`config.mk`:
```
export PLATFORM = sky130hd
export DESIGN_NAME = shell_sort_fixed_gaps_top_flat
export DESIGN_NICKNAME = d
export VERILOG_FILES = /design/src/hw/rtl/ssfg_pkg.sv /design/src/hw/rtl/ssfg_if.sv /design/src/hw/rtl/ssfg_ram.sv /design/src/hw/rtl/shell_sort_fixed_gaps_top.sv /design/src/flat_wrapper.sv
export SDC_FILE = /design/constraint.sdc
export NUM_CORES = 2
export LEC_CHECK = 0
export BUFFER_PORTS_ARGS = -buffer_cell sky130_fd_sc_hd__buf_2
export CAP_MARGIN = 20
export CORE_MARGIN = 2
export CORE_UTILIZATION = 50
export CTS_BUF_LIST = sky130_fd_sc_hd__clkbuf_8
export DETAILED_ROUTE_END_ITERATION = 6
export MAX_ROUTING_LAYER = met4
export PLACE_DENSITY_LB_ADDON = 0.05
export SYNTH_ARGS = -nofsm -noshare
export SYNTH_HDL_FRONTEND = slang
export SYNTH_SLANG_ARGS = --single-unit
```
`constraint.sdc`:
```
create_clock -name clk -period 7.1 [get_ports clk]
set_input_delay 1.42 -clock clk [delete_from_list [all_inputs] [get_ports clk]]
set_output_delay 1.42 -clock clk [all_outputs]
set_load 0.01 [all_outputs]
```
`src/hw/rtl/ssfg_pkg.sv`:
```
// ssfg_pkg: shared types and constants for the fixed-gap Shell sorter.
// No dependencies; the interfaces and the top level import it.
`default_nettype none

package ssfg_pkg;

  localparam int VALUE_W  = 32;
  localparam int NUM_GAPS = 5;

  typedef logic signed [VALUE_W-1:0] value_t;
  typedef logic [3:0]                gap_t;
  typedef logic [2:0]                gap_idx_t;

  // Gap sequence, largest first; the final pass is a plain insertion sort.
  localparam gap_t GAP_TABLE [NUM_GAPS] = '{4'd9, 4'd5, 4'd3, 4'd2, 4'd1};
  localparam gap_idx_t LAST_GAP = gap_idx_t'(NUM_GAPS - 1);

  typedef enum logic [3:0] {
    ST_LOAD,
    ST_PASS,
    ST_FETCH,
    ST_LATCH,
    ST_PROBE,
    ST_CMP,
    ST_NEXT,
    ST_EMIT_RD,
    ST_EMIT_LD,
    ST_EMIT_WAIT
  } state_t;

endpackage

`default_nettype wire

```
`src/hw/rtl/ssfg_if.sv`:
```
// ssfg_if: valid/ready stream interfaces for the sorter's input and result channels.
// Depends on ssfg_pkg for the value type.
`default_nettype none

interface ssfg_in_if import ssfg_pkg::*; ();
  logic   valid;
  logic   ready;
  value_t value;
  logic   last_item;

  modport source (output valid, output value, output last_item, input ready);
  modport sink   (input valid, input value, input last_item, output ready);
endinterface

interface ssfg_out_if import ssfg_pkg::*; ();
  logic   valid;
  logic   ready;
  value_t sorted_value;
  logic   last_result;
  logic   overflow;

  modport source (output valid, output sorted_value, output last_result,
                  output overflow, input ready);
  modport sink   (input valid, input sorted_value, input last_result,
                  input overflow, output ready);
endinterface

`default_nettype wire

```
`src/hw/rtl/ssfg_ram.sv`:
```
// ssfg_ram: generic single-write, single-read RAM with registered read data.
// No dependencies.
`default_nettype none

module ssfg_ram #(
  parameter int WIDTH = 32,
  parameter int DEPTH = 64
) (
  input  wire logic                     clk,
  input  wire logic                     we,
  input  wire logic [$clog2(DEPTH)-1:0] waddr,
  input  wire logic [WIDTH-1:0]         wdata,
  input  wire logic [$clog2(DEPTH)-1:0] raddr,
  output      logic [WIDTH-1:0]         rdata
);

  logic [WIDTH-1:0] mem [DEPTH];

  always_ff @(posedge clk) begin
    if (we) begin
      mem[waddr] <= wdata;
    end
    rdata <= mem[raddr];
  end

endmodule

`default_nettype wire

```
`src/hw/rtl/shell_sort_fixed_gaps_top.sv`:
```
// shell_sort_fixed_gaps_top: collects a set of signed values, sorts them by Shell
// sort with gaps 9, 5, 3, 2, 1 and streams them out. Uses ssfg_pkg, ssfg_if, ssfg_ram.
//
// Usage:
//   items   : valid/ready input; one beat carries value and last_item. Beats are
//             taken one per cycle while the block collects a set. The beat with
//             last_item set closes the set. Up to CAPACITY values are kept; any
//             further beat (the closing one too) is dropped and flags overflow.
//   results : valid/ready output; one beat per kept value, ascending, with
//             last_result on the final one and overflow on every beat of a set
//             that lost values.
// Sequencing:
//   Sorting runs on one comparator and one RAM read port: each gap pass has a
//   pass step, each element visited is fetched, latched, probed, compared and
//   followed by a next step, and each position it moves down adds a compare and
//   a probe; the final compare is skipped when it comes to rest at the bottom of
//   its gap chain. Each result beat is read, loaded, then held until taken.
//   items.ready is low from the closing beat until the last result beat is taken.
// Reset: rst returns to collecting an empty set; the RAM is not cleared, only
//   entries written for the current set are read.
// Stall: a result beat holds on the port until results.ready; nothing advances.
`default_nettype none

module shell_sort_fixed_gaps_top
  import ssfg_pkg::*;
#(
  parameter int CAPACITY = 64
) (
  input wire logic   clk,
  input wire logic   rst,
  ssfg_in_if.sink    items,
  ssfg_out_if.source results
);

  localparam int AW    = $clog2(CAPACITY);
  localparam int CNT_W = $clog2(CAPACITY + 1);
  localparam int IW    = (CNT_W > 4) ? CNT_W : 4;

  state_t state, state_next;

  logic [CNT_W-1:0] count;
  logic             dropped;
  gap_idx_t         g;
  logic [IW-1:0]    i;
  logic [IW-1:0]    j;
  logic [CNT_W-1:0] k;
  value_t           x;
  value_t           out_value;
  logic             out_last;
  logic             out_ovf;

  logic               ram_we;
  logic [AW-1:0]      ram_waddr;
  logic [VALUE_W-1:0] ram_wdata;
  logic [AW-1:0]      ram_raddr;
  logic [VALUE_W-1:0] ram_rdata;

  logic [IW-1:0] gap;
  logic [IW-1:0] cnt_w;
  logic [IW-1:0] i_inc;
  logic [IW-1:0] j_back;
  logic          j_ge_gap;
  logic          x_lt_y;
  logic          has_room;
  logic          in_beat;
  logic          out_beat;

  ssfg_ram #(
    .WIDTH (VALUE_W),
    .DEPTH (CAPACITY)
  ) u_store (
    .clk   (clk),
    .we    (ram_we),
    .waddr (ram_waddr),
    .wdata (ram_wdata),
    .raddr (ram_raddr),
    .rdata (ram_rdata)
  );

  assign gap      = IW'(GAP_TABLE[g]);
  assign cnt_w    = IW'(count);
  assign i_inc    = i + IW'(1);
  assign j_back   = j - gap;
  assign j_ge_gap = (j >= gap);
  assign x_lt_y   = (x < $signed(ram_rdata));
  assign has_room = (count < CNT_W'(CAPACITY));
  assign in_beat  = items.valid && items.ready;
  assign out_beat = results.valid && results.ready;

  // Next state
  always_comb begin
    state_next = state;
    case (state)
      ST_LOAD: begin
        if (in_beat && items.last_item) state_next = ST_PASS;
      end
      ST_PASS: begin
        if (gap < cnt_w)          state_next = ST_FETCH;
        else if (g == LAST_GAP)   state_next = ST_EMIT_RD;
      end
      ST_FETCH: state_next = ST_LATCH;
      ST_LATCH: state_next = ST_PROBE;
      ST_PROBE: begin
        state_next = j_ge_gap ? ST_CMP : ST_NEXT;
      end
      ST_CMP: begin
        state_next = x_lt_y ? ST_PROBE : ST_NEXT;
      end
      ST_NEXT: begin
        if (i_inc < cnt_w)        state_next = ST_FETCH;
        else if (g == LAST_GAP)   state_next = ST_EMIT_RD;
        else                      state_next = ST_PASS;
      end
      ST_EMIT_RD: state_next = ST_EMIT_LD;
      ST_EMIT_LD: state_next = ST_EMIT_WAIT;
      ST_EMIT_WAIT: begin
        if (results.ready) state_next = out_last ? ST_LOAD : ST_EMIT_RD;
      end
      default: state_next = ST_LOAD;
    endcase
  end

  // Outputs and RAM control
  always_comb begin
    items.ready   = 1'b0;
    results.valid = 1'b0;
    ram_we        = 1'b0;
    ram_waddr     = '0;
    ram_wdata     = x;
    ram_raddr     = '0;
    case (state)
      ST_LOAD: begin
        items.ready = 1'b1;
        ram_we      = items.valid && has_room;
        ram_waddr   = count[AW-1:0];
        ram_wdata   = items.value;
      end
      ST_FETCH: begin
        ram_raddr = i[AW-1:0];
      end
      ST_PROBE: begin
        ram_raddr = j_back[AW-1:0];
        ram_we    = !j_ge_gap;
        ram_waddr = j[AW-1:0];
      end
      ST_CMP: begin
        // shift the larger neighbor up, or drop x into its slot
        ram_we    = 1'b1;
        ram_waddr = j[AW-1:0];
        ram_wdata = x_lt_y ? ram_rdata : x;
      end
      ST_EMIT_RD: begin
        ram_raddr = k[AW-1:0];
      end
      ST_EMIT_WAIT: begin
        results.valid = 1'b1;
      end
      default: ;
    endcase
  end

  assign results.sorted_value = out_value;
  assign results.last_result  = out_last;
  assign results.overflow     = out_ovf;

  // Control registers
  always_ff @(posedge clk) begin
    if (rst) begin
      state   <= ST_LOAD;
      count   <= '0;
      dropped <= 1'b0;
      g       <= '0;
      i       <= '0;
      j       <= '0;
      k       <= '0;
    end else begin
      state <= state_next;
      case (state)
        ST_LOAD: begin
          if (in_beat) begin
            if (has_room) count   <= count + CNT_W'(1);
            else          dropped <= 1'b1;
            g <= '0;
            k <= '0;
          end
        end
        ST_PASS: begin
          i <= gap;
          if (!(gap < cnt_w)) g <= g + gap_idx_t'(1);
        end
        ST_LATCH: j <= i;
        ST_CMP: begin
          if (x_lt_y) j <= j_back;
        end
        ST_NEXT: begin
          i <= i_inc;
          if (!(i_inc < cnt_w)) g <= g + gap_idx_t'(1);
        end
        ST_EMIT_WAIT: begin
          if (results.ready) begin
            k <= k + CNT_W'(1);
            if (out_last) begin
              count   <= '0;
              dropped <= 1'b0;
            end
          end
        end
        default: ;
      endcase
    end
  end

  // Payload registers
  always_ff @(posedge clk) begin
    if (state == ST_LATCH) begin
      x <= $signed(ram_rdata);
    end
    if (state == ST_EMIT_LD) begin
      out_value <= $signed(ram_rdata);
      out_last  <= (k + CNT_W'(1) == count);
      out_ovf   <= dropped;
    end
  end

  a_count_bound: assert property (@(posedge clk) disable iff (rst)
    count <= CNT_W'(CAPACITY))
    else $error("element count beyond capacity");

  a_no_overlap: assert property (@(posedge clk) disable iff (rst)
    !(items.ready && results.valid))
    else $error("collecting and emitting at once");

  a_write_in_set: assert property (@(posedge clk) disable iff (rst)
    ram_we |-> (CNT_W'(ram_waddr) <= count))
    else $error("store write outside the current set");

  a_clear_after_set: assert property (@(posedge clk) disable iff (rst)
    (out_beat && results.last_result) |=> (count == '0 && !dropped))
    else $error("set state not cleared after final result");

endmodule

`default_nettype wire

```
`src/flat_wrapper.sv`:
```
// flat-port wrapper written by rule: the top's interface ports become plain ports
module shell_sort_fixed_gaps_top_flat import ssfg_pkg::*;
#(
  parameter int CAPACITY = 64
)
  (clk, rst, items_valid, items_value, items_last_item, items_ready, results_valid, results_sorted_value, results_last_result, results_overflow, results_ready);
  ssfg_in_if items_i ();
  ssfg_out_if results_i ();
  input wire logic clk;
  input wire logic rst;
  input wire logic [$bits(items_i.valid)-1:0] items_valid;
  input wire logic [$bits(items_i.value)-1:0] items_value;
  input wire logic [$bits(items_i.last_item)-1:0] items_last_item;
  output wire logic [$bits(items_i.ready)-1:0] items_ready;
  output wire logic [$bits(results_i.valid)-1:0] results_valid;
  output wire logic [$bits(results_i.sorted_value)-1:0] results_sorted_value;
  output wire logic [$bits(results_i.last_result)-1:0] results_last_result;
  output wire logic [$bits(results_i.overflow)-1:0] results_overflow;
  input wire logic [$bits(results_i.ready)-1:0] results_ready;
  assign items_i.valid = items_valid;
  assign items_i.value = items_value;
  assign items_i.last_item = items_last_item;
  assign items_ready = items_i.ready;
  assign results_valid = results_i.valid;
  assign results_sorted_value = results_i.sorted_value;
  assign results_last_result = results_i.last_result;
  assign results_overflow = results_i.overflow;
  assign results_i.ready = results_ready;
  shell_sort_fixed_gaps_top #(.CAPACITY(CAPACITY)) u_core (.clk(clk), .rst(rst), .items(items_i), .results(results_i));
endmodule
```
==> summary.txt <==
Run status
  • Status: complete, no violations

Floorplanning
  • # IOs: 73
  • Die Height: 418 um
  • Full die area: 175000 um2
  • Row cnt: 151
  • Core area: 170000 um2
  • Initial Util: 50.5%
  • Die width: 418 um

Yosys
  • Net count after synthesis: 4984
  • Mapped Cells: 4895
  • Cell area after synthesis: 85700 um2
  • Ys flop type: edfxtp_1
  • Synth Warn #: 0
  • Post-synth EDFFs: 2114
  • Synth unique cells: 71
  • Async SR Flop Fraction: 0%
  • Post-synthesis sequential area ratio: 75.7%
  • FF+latch count, synth: 2182
  • Syn Area/Cell: 17.5 um2

Setup path
  • Crit path kind: flop to flop
  • RR Startpoint: u_core.g[0]
  • Critical path endpoint category: flop
  • Register-to-register setup slack: 1.03 ns
  • Worst EP required: 7.96 ns
  • CP startpoint kind: flop
  • Critical Path AT: 6.93 ns
  • Critical Path Source: u_core.g[0]
  • Worst Path Max Fanout: 157

Finish
  • Commonest non-fill, non-tap cells in the layout: edfxtp_1 (2114), nand2_1 (433), clkbuf_8 (379), mux4_2 (264), inv_1 (176)
  • Layout area overhead: 12.0%
  • Most common cell after layout, fill and taps aside: edfxtp_1
  • Cell area after layout: 96000 um2
  • Share of layout cells above drive strength 1: 19.7%
  • Final net count: 5278
  • Cell Count, Final, Fillers Out: 7693

Flow run
  • Max Cap Viol: 0

Timing
  • Worst Hold Margin: 0.444 ns
  • Final Hold Vio Count: 0
  • Fmax: 0.165 GHz
  • Final period utilization: 85.5%
  • Final setup fails: 0
  • Minimum clock period: 6.07 ns
  • Fin. max-slew vios: 0
  • RSZ-0062 raised after global routing: no
  • Clk_skew: 0.0626 ns
  • TNS Setup: 0 ns
  • Worst-Margin Slew: 1.17 ns
  • Relative slew slack: 21.8%

Power
  • Sequential power share: 52.3%
  • Leak: 31.1 nW
  • Internal power: 21.5 mW
  • Clock power share: 33.1%
  • Sw Ratio: 28.3%
  • P_sw: 8.47 mW
  • Power Density: 312 nW/um2
  • Logic gate share of total power: 14.6%
  • Worst vdd ir: 244 uV
  • Total Power: 30.0 mW

Placement
  • Gpl congestion: 0.904
  • IO buf count: 72
  • DP Wirelength: 147 mm
  • Post-Place Cell Area: 89600 um2
  • Placed cell count: 7037

Global route
  • Vias in the first global route: 47.5k
  • First-pass GRT wire length: 363 mm
  • Initial antenna violation count: 25
  • GRT Residual Overflow: 0
  • Total track usage: 30.4%
  • Largest net degree at the start of global routing: 158

CTS
  • Num CTS Buffers: 366
  • TritonCTS clock tree: yes
  • CTS Buffer Depth: 4
  • Post-CTS setup buffer count: 0
  • Clk root buf: clkbuf_8
  • Hold-fix buffers at CTS: 0
  • H-tree levels: 5
  • Clk slew on worst S/H paths: 0.06 ns
  • Clk Latency, worst-skew pair: 1.06 ns
  • Clock tree sinks: 2182
  • Post-CTS Resized: 0

Min path
  • Hold crit path type: flop to flop
  • Worst hold path startpoint: u_core.u_store.rdata[5]

Routing
  • DRC viols: 0
  • Routed len/inst: 33.6 um
  • Vias: 48.8k
  • Iteration-0 DRC Markers: 6168
  • Vias/cell: 6.34
  • Pre-Repair DR Iteration Count: 6
  • Final antenna-violating net count: 0
  • Routed wire length: 259 mm
[worst max-delay path, stage by stage, from the launching register on]
cell and delay, ns:
dfxtp_1 0.43, ha_1 0.20, nand2b_1 0.09, ha_1 0.24
fa_1 0.55, nor4b_1 0.06, a221oi_1 0.52, or2_4 0.71
buf_12 0.43, a211oi_1 0.11, a311oi_1 0.32, nor3_1 0.14
nor4_1 0.94, and3_1 0.76
[per-stage QoR]
stage / util [%] / setup slack (ns)
6_report: 56.5 / 1.03
3_3_place_gp: 52.7 / 0.226
4_1_cts: 56.4 / 1.15
5_1_grt: 56.5 / 0.753
3_5_place_dp: 52.7 / 1.21
2_1_floorplan: - / 0.633
[power by group through the flow]
| stage | Clock, mW | Sequential (mW) | Combinational [mW] |
|---|---|---|---|
| finish | 9.93 | 15.7 | 4.37 |
| global route | 10.6 | 15.7 | 4.61 |
| CTS | 10.1 | 15.7 | 4.34 |
| detailed placement | 0 | 15.9 | 4.34 |
| global placement | 0 | 15.9 | 4.28 |
| floorplan | 0 | 15.8 | 2.36 |
[final timing paths]
check,to,depth (start not counted)
worst max-delay path,u_core.u_store.rdata[0],13
worst min-delay path,u_core.results.sorted_value[5],0
worst max register to register,u_core.u_store.rdata[0],13
worst min register to register,u_core.results.sorted_value[5],0
[cell families (layout without fill, tap and decap cells)]
group	Yosys count	count (layout)	synth area share [%]
other cells	0	23	0
flops	2182	2182	75.7
simple gates	1062	1062	5.79
xor+xnor	28	28	0.286
compound gates	805	805	7.04
buf+inv	378	935	2.08
mux	388	388	8.38
fa+ha+maj	52	52	0.768
[state kept, by name, summed over array words and instances (netlist names)]
signal                       count
u_core.results.overflow          1
u_core.u_store.mem            2048
u_core.dropped                   1
u_core.results.sorted_value     32
u_core.k                         7
u_core.state                     4
u_core.cnt_w                     7
u_core.results.last_result       1
u_core.j                         7
u_core.u_store.rdata            32
u_core.i                         7
u_core.x                        32
u_core.g                         3
[synthesized netlist by cell type, types with 37 or more instances]
cell type  count  share of area (%)
a211oi_1     145                1.3
a21oi_1      160               0.93
a221oi_1     122                1.2
a22oi_1      137                1.2
a311oi_1     122                1.2
and3_1        37               0.27
buf_2         74               0.43
clkbuf_1     191               0.84
dfxtp_1       68                1.6
edfxtp_1    2114                 74
ha_1          51               0.74
inv_1         52               0.23
mux2i_1      124                1.4
mux4_2       264                6.9
nand2_1      433                1.9
nand3_1       83               0.48
nor2_1       130               0.57
nor2b_1      131               0.96
nor3_1       170               0.99
[metal layers]
layer,wire [um],track usage [%],vias up,share of wire [%]
li1,-,-,20500,-
met1,105000,40.9,25600,41
met2,124000,46.9,2203,48
met3,18800,5.00,511,7.3
met4,10700,12.2,0,4.1
met5,0,-,-,0
[final cells by class]
type / count / area, um2
well taps: 2218 / 2780
multi-input cells: 2335 / 19800
clock inverters: 252 / 1070
inverters: 52 / 195
repair buffers: 252 / 2030
fillers: 13200 / 73900
clock buffers: 379 / 5220
flip-flops and latches: 2182 / 64800
diodes: 23 / 57.6
Note: power is estimated with default switching activity, not from simulation.
